==> src/hw/rtl/dnt_pkg.sv <==
package dnt_pkg;

   // Request opcodes.
   localparam logic [1:0] OP_FIND   = 2'd0;
   localparam logic [1:0] OP_ADD    = 2'd1;
   localparam logic [1:0] OP_REMOVE = 2'd2;

   // Response status codes.
   localparam logic [1:0] ST_OK        = 2'd0;
   localparam logic [1:0] ST_NOT_FOUND = 2'd1;
   localparam logic [1:0] ST_DUPLICATE = 2'd2;
   localparam logic [1:0] ST_FULL      = 2'd3;

   // Field widths on the streams.
   localparam int OPCODE_W = 2;
   localparam int KEY_W    = 64;
   localparam int SECIN_W  = 10;
   localparam int STATUS_W = 2;
   localparam int FSEC_W   = 10;
   localparam int SLOT_W   = 6;

   // Request tdata layout.
   localparam int REQ_OP_LSB  = 0;
   localparam int REQ_KEY_LSB = REQ_OP_LSB + OPCODE_W;
   localparam int REQ_SEC_LSB = REQ_KEY_LSB + KEY_W;
   localparam int REQ_USED_W  = REQ_SEC_LSB + SECIN_W;
   localparam int REQ_W       = ((REQ_USED_W + 7) / 8) * 8;

   // Response tdata layout.
   localparam int RSP_ST_LSB   = 0;
   localparam int RSP_SEC_LSB  = RSP_ST_LSB + STATUS_W;
   localparam int RSP_SLOT_LSB = RSP_SEC_LSB + FSEC_W;
   localparam int RSP_USED_W   = RSP_SLOT_LSB + SLOT_W;
   localparam int RSP_W        = ((RSP_USED_W + 7) / 8) * 8;

   typedef logic [REQ_W-1:0] req_data_type;
   typedef logic [RSP_W-1:0] rsp_data_type;

endpackage

==> src/hw/rtl/directory_name_table_core.sv <==
// Channel | Direction | Ports                                   | Transfer carries
// req     | in        | req_tvalid, req_tready, req_tdata[79:0] | opcode, name_key, sector
// rsp     | out       | rsp_tvalid, rsp_tready, rsp_tdata[23:0] | status, found_sector, slot_index
//
// Each request scans the whole table before its result is given:
// every slot is read once from the single read port of the slot memory, one per cycle.
// Requests are served one at a time; the next one is taken while the result waits.
// After reset a clearing pass marks every slot free; req_tready is low during it.
// A result that is not taken holds the block at the end of the following request.
module directory_name_table_core #(
   parameter int ENTRIES     = 64,
   parameter int NAME_BITS   = 64,
   parameter int SECTOR_BITS = 10
) (
   input  logic                  clock,
   input  logic                  reset,
   input  logic                  req_tvalid,
   output logic                  req_tready,
   // [1:0] opcode, [65:2] name_key, [75:66] sector, [79:76] zero
   input  dnt_pkg::req_data_type req_tdata,
   output logic                  rsp_tvalid,
   input  logic                  rsp_tready,
   // [1:0] status, [11:2] found_sector, [17:12] slot_index, [23:18] zero
   output dnt_pkg::rsp_data_type rsp_tdata
);
   import dnt_pkg::*;

   localparam int AW = (ENTRIES > 1) ? $clog2(ENTRIES) : 1;
   localparam int CW = $clog2(ENTRIES + 1);
   localparam int MW = 1 + SECTOR_BITS + NAME_BITS;
   localparam logic [KEY_W-1:0] NAME_MASK = {KEY_W{1'b1}} >> (KEY_W - NAME_BITS);
   localparam logic [CW-1:0] LAST_CNT = CW'(ENTRIES - 1);
   localparam logic [CW-1:0] END_CNT  = CW'(ENTRIES);

   localparam logic [1:0] S_CLEAR = 2'd0;
   localparam logic [1:0] S_IDLE  = 2'd1;
   localparam logic [1:0] S_SCAN  = 2'd2;
   localparam logic [1:0] S_DONE  = 2'd3;

   logic [1:0]             state_ff, state_in;
   logic [CW-1:0]          cnt_ff, cnt_in;

   logic [1:0]             op_ff;
   logic [NAME_BITS-1:0]   key_ff;
   logic [SECTOR_BITS-1:0] sec_ff;

   // Slot memory: used mark, sector, name.
   logic [MW-1:0]          slot_mem [ENTRIES];
   logic [MW-1:0]          rd_data_ff;
   logic                   rd_vld_ff;
   logic [AW-1:0]          rd_idx_ff;

   logic                   match_ff;
   logic [AW-1:0]          match_idx_ff;
   logic [SECTOR_BITS-1:0] match_sec_ff;
   logic                   free_ff;
   logic [AW-1:0]          free_idx_ff;

   logic                   rsp_tvalid_ff;
   logic [STATUS_W-1:0]    rsp_status_ff, res_status;
   logic [FSEC_W-1:0]      rsp_fsec_ff, res_fsec;
   logic [SLOT_W-1:0]      rsp_slot_ff, res_slot;

   logic                   req_xfer, issue, finish;
   logic                   wr_en, res_write;
   logic [AW-1:0]          wr_addr, res_addr;
   logic [MW-1:0]          wr_data, res_data;

   logic [KEY_W-1:0]       key_raw, key_norm;
   logic [31:0]            sec_wide, fsec_wide, slot_wide;

   logic                   rd_used;
   logic [SECTOR_BITS-1:0] rd_sec;
   logic [NAME_BITS-1:0]   rd_name;

   assign req_tready = (state_ff == S_IDLE);
   assign req_xfer   = req_tvalid && req_tready;
   assign issue      = (state_ff == S_SCAN) && (cnt_ff != END_CNT);
   assign finish     = (state_ff == S_DONE) && (!rsp_tvalid_ff || rsp_tready);

   // A name ends at its first zero byte; that byte and all above count as zero.
   always_comb begin
      logic live;
      key_raw  = req_tdata[REQ_KEY_LSB +: KEY_W] & NAME_MASK;
      key_norm = '0;
      live     = 1'b1;
      for (int b = 0; b < KEY_W / 8; b++) begin
         if (key_raw[8*b +: 8] == 8'd0) begin
            live = 1'b0;
         end
         if (live) begin
            key_norm[8*b +: 8] = key_raw[8*b +: 8];
         end
      end
   end

   assign sec_wide = 32'(req_tdata[REQ_SEC_LSB +: SECIN_W]);

   always_comb begin
      state_in = state_ff;
      cnt_in   = cnt_ff;
      unique case (state_ff)
         S_CLEAR: begin
            cnt_in = cnt_ff + CW'(1);
            if (cnt_ff == LAST_CNT) begin
               state_in = S_IDLE;
            end
         end
         S_IDLE: begin
            cnt_in = '0;
            if (req_xfer) begin
               state_in = S_SCAN;
            end
         end
         S_SCAN: begin
            if (issue) begin
               cnt_in = cnt_ff + CW'(1);
            end else if (!rd_vld_ff) begin
               state_in = S_DONE;
            end
         end
         S_DONE: begin
            if (finish) begin
               state_in = S_IDLE;
            end
         end
         default: begin
            state_in = S_IDLE;
         end
      endcase
   end

   always_ff @(posedge clock) begin
      if (reset) begin
         state_ff  <= S_CLEAR;
         cnt_ff    <= '0;
         rd_vld_ff <= 1'b0;
      end else begin
         state_ff  <= state_in;
         cnt_ff    <= cnt_in;
         rd_vld_ff <= issue;
      end
   end

   always_ff @(posedge clock) begin
      if (req_xfer) begin
         op_ff  <= req_tdata[REQ_OP_LSB +: OPCODE_W];
         key_ff <= key_norm[NAME_BITS-1:0];
         sec_ff <= sec_wide[SECTOR_BITS-1:0];
      end
   end

   // Memory: one read port during the scan, one write port for clearing and updates.
   always_ff @(posedge clock) begin
      if (wr_en) begin
         slot_mem[wr_addr] <= wr_data;
      end
      rd_data_ff <= slot_mem[cnt_ff[AW-1:0]];
      rd_idx_ff  <= cnt_ff[AW-1:0];
   end

   assign rd_used = rd_data_ff[MW-1];
   assign rd_sec  = rd_data_ff[NAME_BITS +: SECTOR_BITS];
   assign rd_name = rd_data_ff[NAME_BITS-1:0];

   // The scan runs in ascending slot order, so the first hit of each kind is the lowest.
   always_ff @(posedge clock) begin
      if (req_xfer) begin
         match_ff <= 1'b0;
         free_ff  <= 1'b0;
      end else if (rd_vld_ff) begin
         if (rd_used && (rd_name == key_ff) && !match_ff) begin
            match_ff     <= 1'b1;
            match_idx_ff <= rd_idx_ff;
            match_sec_ff <= rd_sec;
         end
         if (!rd_used && !free_ff) begin
            free_ff     <= 1'b1;
            free_idx_ff <= rd_idx_ff;
         end
      end
   end

   always_comb begin
      res_status = ST_NOT_FOUND;
      res_write  = 1'b0;
      res_addr   = match_idx_ff;
      res_data   = {1'b0, sec_ff, key_ff};
      fsec_wide  = '0;
      slot_wide  = '0;
      unique case (op_ff)
         OP_FIND: begin
            if (match_ff) begin
               res_status = ST_OK;
               fsec_wide  = 32'(match_sec_ff);
               slot_wide  = 32'(match_idx_ff);
            end
         end
         OP_ADD: begin
            if (match_ff) begin
               res_status = ST_DUPLICATE;
            end else if (free_ff) begin
               res_status = ST_OK;
               res_write  = 1'b1;
               res_addr   = free_idx_ff;
               res_data   = {1'b1, sec_ff, key_ff};
               slot_wide  = 32'(free_idx_ff);
            end else begin
               res_status = ST_FULL;
            end
         end
         OP_REMOVE: begin
            if (match_ff) begin
               res_status = ST_OK;
               res_write  = 1'b1;
               slot_wide  = 32'(match_idx_ff);
            end
         end
         default: begin
            res_status = ST_NOT_FOUND;
         end
      endcase
      res_fsec = fsec_wide[FSEC_W-1:0];
      res_slot = slot_wide[SLOT_W-1:0];
   end

   always_comb begin
      if (state_ff == S_CLEAR) begin
         wr_en   = 1'b1;
         wr_addr = cnt_ff[AW-1:0];
         wr_data = '0;
      end else begin
         wr_en   = finish && res_write;
         wr_addr = res_addr;
         wr_data = res_data;
      end
   end

   always_ff @(posedge clock) begin
      if (reset) begin
         rsp_tvalid_ff <= 1'b0;
      end else if (finish) begin
         rsp_tvalid_ff <= 1'b1;
      end else if (rsp_tready) begin
         rsp_tvalid_ff <= 1'b0;
      end
   end

   always_ff @(posedge clock) begin
      if (finish) begin
         rsp_status_ff <= res_status;
         rsp_fsec_ff   <= res_fsec;
         rsp_slot_ff   <= res_slot;
      end
   end

   assign rsp_tvalid = rsp_tvalid_ff;
   assign rsp_tdata  = {(RSP_W - RSP_USED_W)'(0), rsp_slot_ff, rsp_fsec_ff, rsp_status_ff};

endmodule

==> config.mk <==
export PLATFORM = sky130hd
export DESIGN_NAME = directory_name_table_core
export DESIGN_NICKNAME = d
export VERILOG_FILES = /design/src/hw/rtl/dnt_pkg.sv /design/src/hw/rtl/directory_name_table_core.sv
export SDC_FILE = /design/constraint.sdc
export NUM_CORES = 2
export LEC_CHECK = 0
export BUFFER_PORTS_ARGS = -buffer_cell sky130_fd_sc_hd__clkbuf_2
export CORE_MARGIN = 2
export CORE_UTILIZATION = 40
export CTS_CLUSTER_SIZE = 40
export DETAILED_ROUTE_END_ITERATION = 6
export PLACE_DENSITY = 0.56
export SLEW_MARGIN = 10
export SYNTH_ARGS = -nofsm -noshare
export SYNTH_HDL_FRONTEND = slang
export SYNTH_MEMORY_MAX_BITS = 65536
export SYNTH_SLANG_ARGS = --single-unit
export TNS_END_PERCENT = 5
==> constraint.sdc <==
create_clock -name clock -period 5.8 [get_ports clock]
set_clock_uncertainty 0.05 [all_clocks]
set_input_delay 0.58 -clock clock [delete_from_list [all_inputs] [get_ports clock]]
set_output_delay 0.58 -clock clock [all_outputs]
set_load 0.01 [all_outputs]
==> results.json <==
{
  "grt_pass1_vias": 95000,
  "via_count": 95400,
  "grt_remaining_overflow": 0,
  "route.detailed.drc": 0,
  "ant_nets": 0,
  "hold_viol": 0,
  "path_max_fanout": 34,
  "ys_ff_latch": 5010,
  "wl_mm": 567,
  "postCtsSetupBuffers": 0,
  "crit_type": "flip-flop to flip-flop",
  "cp_slowest_cell": "nor2_4",
  "slew_violations": 0,
  "antenna_found_initial": 36,
  "grt_use_total": 0.231,
  "die_w_um": 694,
  "worstPathArrival_ns": 5.17,
  "clk-insertion-delay-late_ns": 1.08,
  "async_flop_share": 0,
  "synth_top_family_by_area": "multiplexers",
  "ys_warn_count": 0,
  "gp_congestion": 0.824,
  "syn_area_um2": 190000,
  "synth_xor_area_frac": 0.00221,
  "synthCells": 8553,
  "synth_flop_cell": "edfxtp_1",
  "n_fill_cell": 38800,
  "status": "finished, final reports clean",
  "grt_start_max_net_pins": 108,
  "crit_family": "simple AND/OR/NAND/NOR gates",
  "wl_per_cell_um": 35.9,
  "vias_per_cell": 6.03,
  "root_buffer": "clkbuf_16",
  "yosys.area_share.adder": 0.000723,
  "synth_edf_count": 4916,
  "drtIter0Drc": 14100,
  "fin_util": 0.462,
  "yosys.area_share.simple": 0.0142,
  "clk_pin_slew_ns": 0.06,
  "die-area_um2": 482000,
  "num-nets-final": 9227,
  "finalCriticalPeriod_ns": 4.50,
  "drive_gt1_frac": 0.254,
  "cp_slowest_stage_delay_ns": 1.00,
  "core-area_um2": 475000,
  "cp.required_ns": 6.46,
  "path_cells": "inv_1 > ha_4 > inv_1 > nor2_1 > nor2_1 > or3_1 > nor2_4 > buf_12",
  "avgSynthCellArea_um2": 22.3,
  "cellLeakagePower_nw": 76.7,
  "startpoint_type": "flip-flop",
  "die_h_um": 694,
  "powerDensity_nw_per_um2": 347,
  "cts_sinks": 5010,
  "cap_violations": 0,
  "portBuffers": 99,
  "seq_area_frac_synth": 0.785,
  "numCtsBuffers": 524,
  "whs_ns": 0.167,
  "finalNonFillerCells": 15800,
  "synth_cell_type_count": 68,
  "synth_compound_area_frac": 0.0302,
  "drt-pass1-iter-count": 6,
  "worst_pin_slew_ns": 1.25,
  "hpwl_mm": 299,
  "clockBufferDepth": 4,
  "initial_core_util": 0.401,
  "hold_path_class": "input pin to flip-flop",
  "setup_violations": 0,
  "syn2layout_area_growth_pct": 15.0,
  "critPathBufInv": 3,
  "fin_setup_tns_ns": 0,
  "cts_tree": "done",
  "rows": 253,
  "htreeDepth": 6,
  "slew_headroom": 0.165,
  "critPathCaptureType": "flip-flop",
  "grt_pass1_wl_mm": 772,
  "dp_cells": 14800,
  "fmax_mhz": 222,
  "io_pins": 110,
  "muxShareOfSynthArea": 0.154,
  "irDropWorstVdd_mv": 0.370,
  "fin_crit_sh": 0.776,
  "rsz0062_at_grt": "false"
}
cell usage after synthesis, types with 4 or more instances:
cell type	instances	area, um2
a32o_1	5	50.1
o22ai_1	152	951
nor3_1	9	45.0
o221ai_1	51	447
ha_1	11	138
o21ai_0	29	145
a211o_1	51	447
or2_2	8	50.1
o211ai_1	47	353
nor2b_1	78	488
and2_1	53	332
nand2_1	128	480
o31a_1	4	35.0
mux2_2	14	158
a21oi_1	219	1100
xor2_1	16	140
o21a_1	5	37.5
a211oi_1	8	60.1
a22oi_1	120	901
a31oi_1	6	37.5
buf_1	33	124
or3_1	12	75.1
mux4_2	1069	24100
nand2b_1	9	56.3
dfxtp_1	94	1880
edfxtp_1	4916	148000
and3_1	26	163
buf_4	51	383
a221oi_1	82	718
xnor2_1	32	280
nor2_1	133	499
nand3_1	15	75.1
mux2i_1	512	5120
a2111oi_0	8	70.1
nand3b_1	7	52.6
nor4_1	20	125
nand4_1	19	119
inv_1	31	116
buf_6	22	248
o31ai_1	6	45.0
a22o_1	19	166
buf_2	201	1010
clkbuf_1	182	683
per-layer routing:
| layer | global-route usage | vias up | wire length, um |
|---|---|---|---|
| met2 | 0.370 | 4964 | 270000 |
| met5 | 0 | - | 48 |
| met1 | 0.322 | 52000 | 226000 |
| li1 | - | 37500 | - |
| met4 | 0.0750 | 6 | 20300 |
| met3 | 0.0403 | 966 | 51500 |
area by class of cell:
| type | count | area [um2] | share of cell area |
|---|---|---|---|
| timing repair buffer | 537 | 5410 | 0.0247 |
| tap | 6247 | 7820 | 0.0357 |
| antenna | 16 | 40.0 | 0.000183 |
| sequential | 5010 | 150000 | 0.683 |
| clock inverter | 259 | 2380 | 0.0108 |
| multi-input combinational | 3027 | 39500 | 0.180 |
| clock buffer | 694 | 14200 | 0.0649 |
| inverter | 32 | 125 | 0.000571 |
per-stage QoR:
step	power, mW	instance area, um2	worst slack, ns
2_1_floorplan	42.9	190000	0.0517
3_3_place_gp	44.2	201000	1.42
3_5_place_dp	44.2	201000	1.44
4_1_cts	76.6	219000	1.41
5_1_grt	78.1	219000	1.24
6_report	76.1	219000	1.30
cells in the final DEF, fill, tap and decap left out, types with 31 or more instances in the layout:
master / netlist / routed
xnor2_1: 32 / 32
clkbuf_2: 0 / 99
clkbuf_1: 182 / 134
a211o_1: 51 / 51
nor2_4: 0 / 75
edfxtp_1: 4916 / 4916
mux2i_1: 512 / 511
and2_1: 53 / 51
nor2b_4: 0 / 63
dlygate4sd3_1: 0 / 78
dfxtp_1: 94 / 88
a22oi_1: 120 / 120
buf_4: 51 / 249
a21oi_1: 219 / 219
buf_12: 0 / 105
inv_1: 31 / 31
clkinv_2: 0 / 68
nor2_1: 133 / 56
mux4_2: 1069 / 1069
a221oi_1: 82 / 82
nand2_1: 128 / 126
clkinv_1: 1 / 105
o211ai_1: 47 / 47
clkbuf_16: 0 / 534
o221ai_1: 51 / 51
o22ai_1: 152 / 152
final timing paths:
kind | slack (ns) | from | endpoint | depth (start not counted)
worst max-delay path | 1.30 | state_ff[1] | slot_mem[4][14] | 8
worst min register to register | 0.36 | rd_data_ff[64] | match_sec_ff[0] | 0
worst max register to register | 1.30 | state_ff[1] | slot_mem[4][14] | 8
worst min-delay path | 0.17 | rsp_tready | rsp_tvalid | 3
power by group:
group,total [mW],switching (mW),internal [mW]
Clock,32.6,14.2,18.5
Sequential,39.8,0.224,39.6
Combinational,3.63,2.23,1.40
Total,76.1,16.6,59.5
sequential cells by signal, indices dropped and copies added (netlist names), 6 cells and up:
name,cells
sec_ff,10
cnt_ff,7
rd_idx_ff,6
rsp_fsec_ff,10
rsp_slot_ff,6
free_idx_ff,6
slot_mem,4800
rd_data_ff,75
match_idx_ff,6
match_sec_ff,10
key_ff,64
logic make-up (layout without fill, tap and decap cells):
kind of cell    after synthesis  in the layout
mux                        1595           1595
xor+xnor                     48             48
buf+inv                     521           1522
other cells                   1             22
flops                      5010           5010
simple gates                534            534
fa+ha+maj                    11             11
compound gates              833            833
worst min-delay path: stages:
cell	delay, ns
clkbuf_2	0.24
nand2b_1	0.31
a21oi_1	0.10
timing repair:
action / 4_1_cts / 5_1_grt
resized for setup: 0 / 0
endpoints found under the hold margin: 87 / 0
hold buffers: 78 / 0
Note: power is estimated with default switching activity, not from simulation.
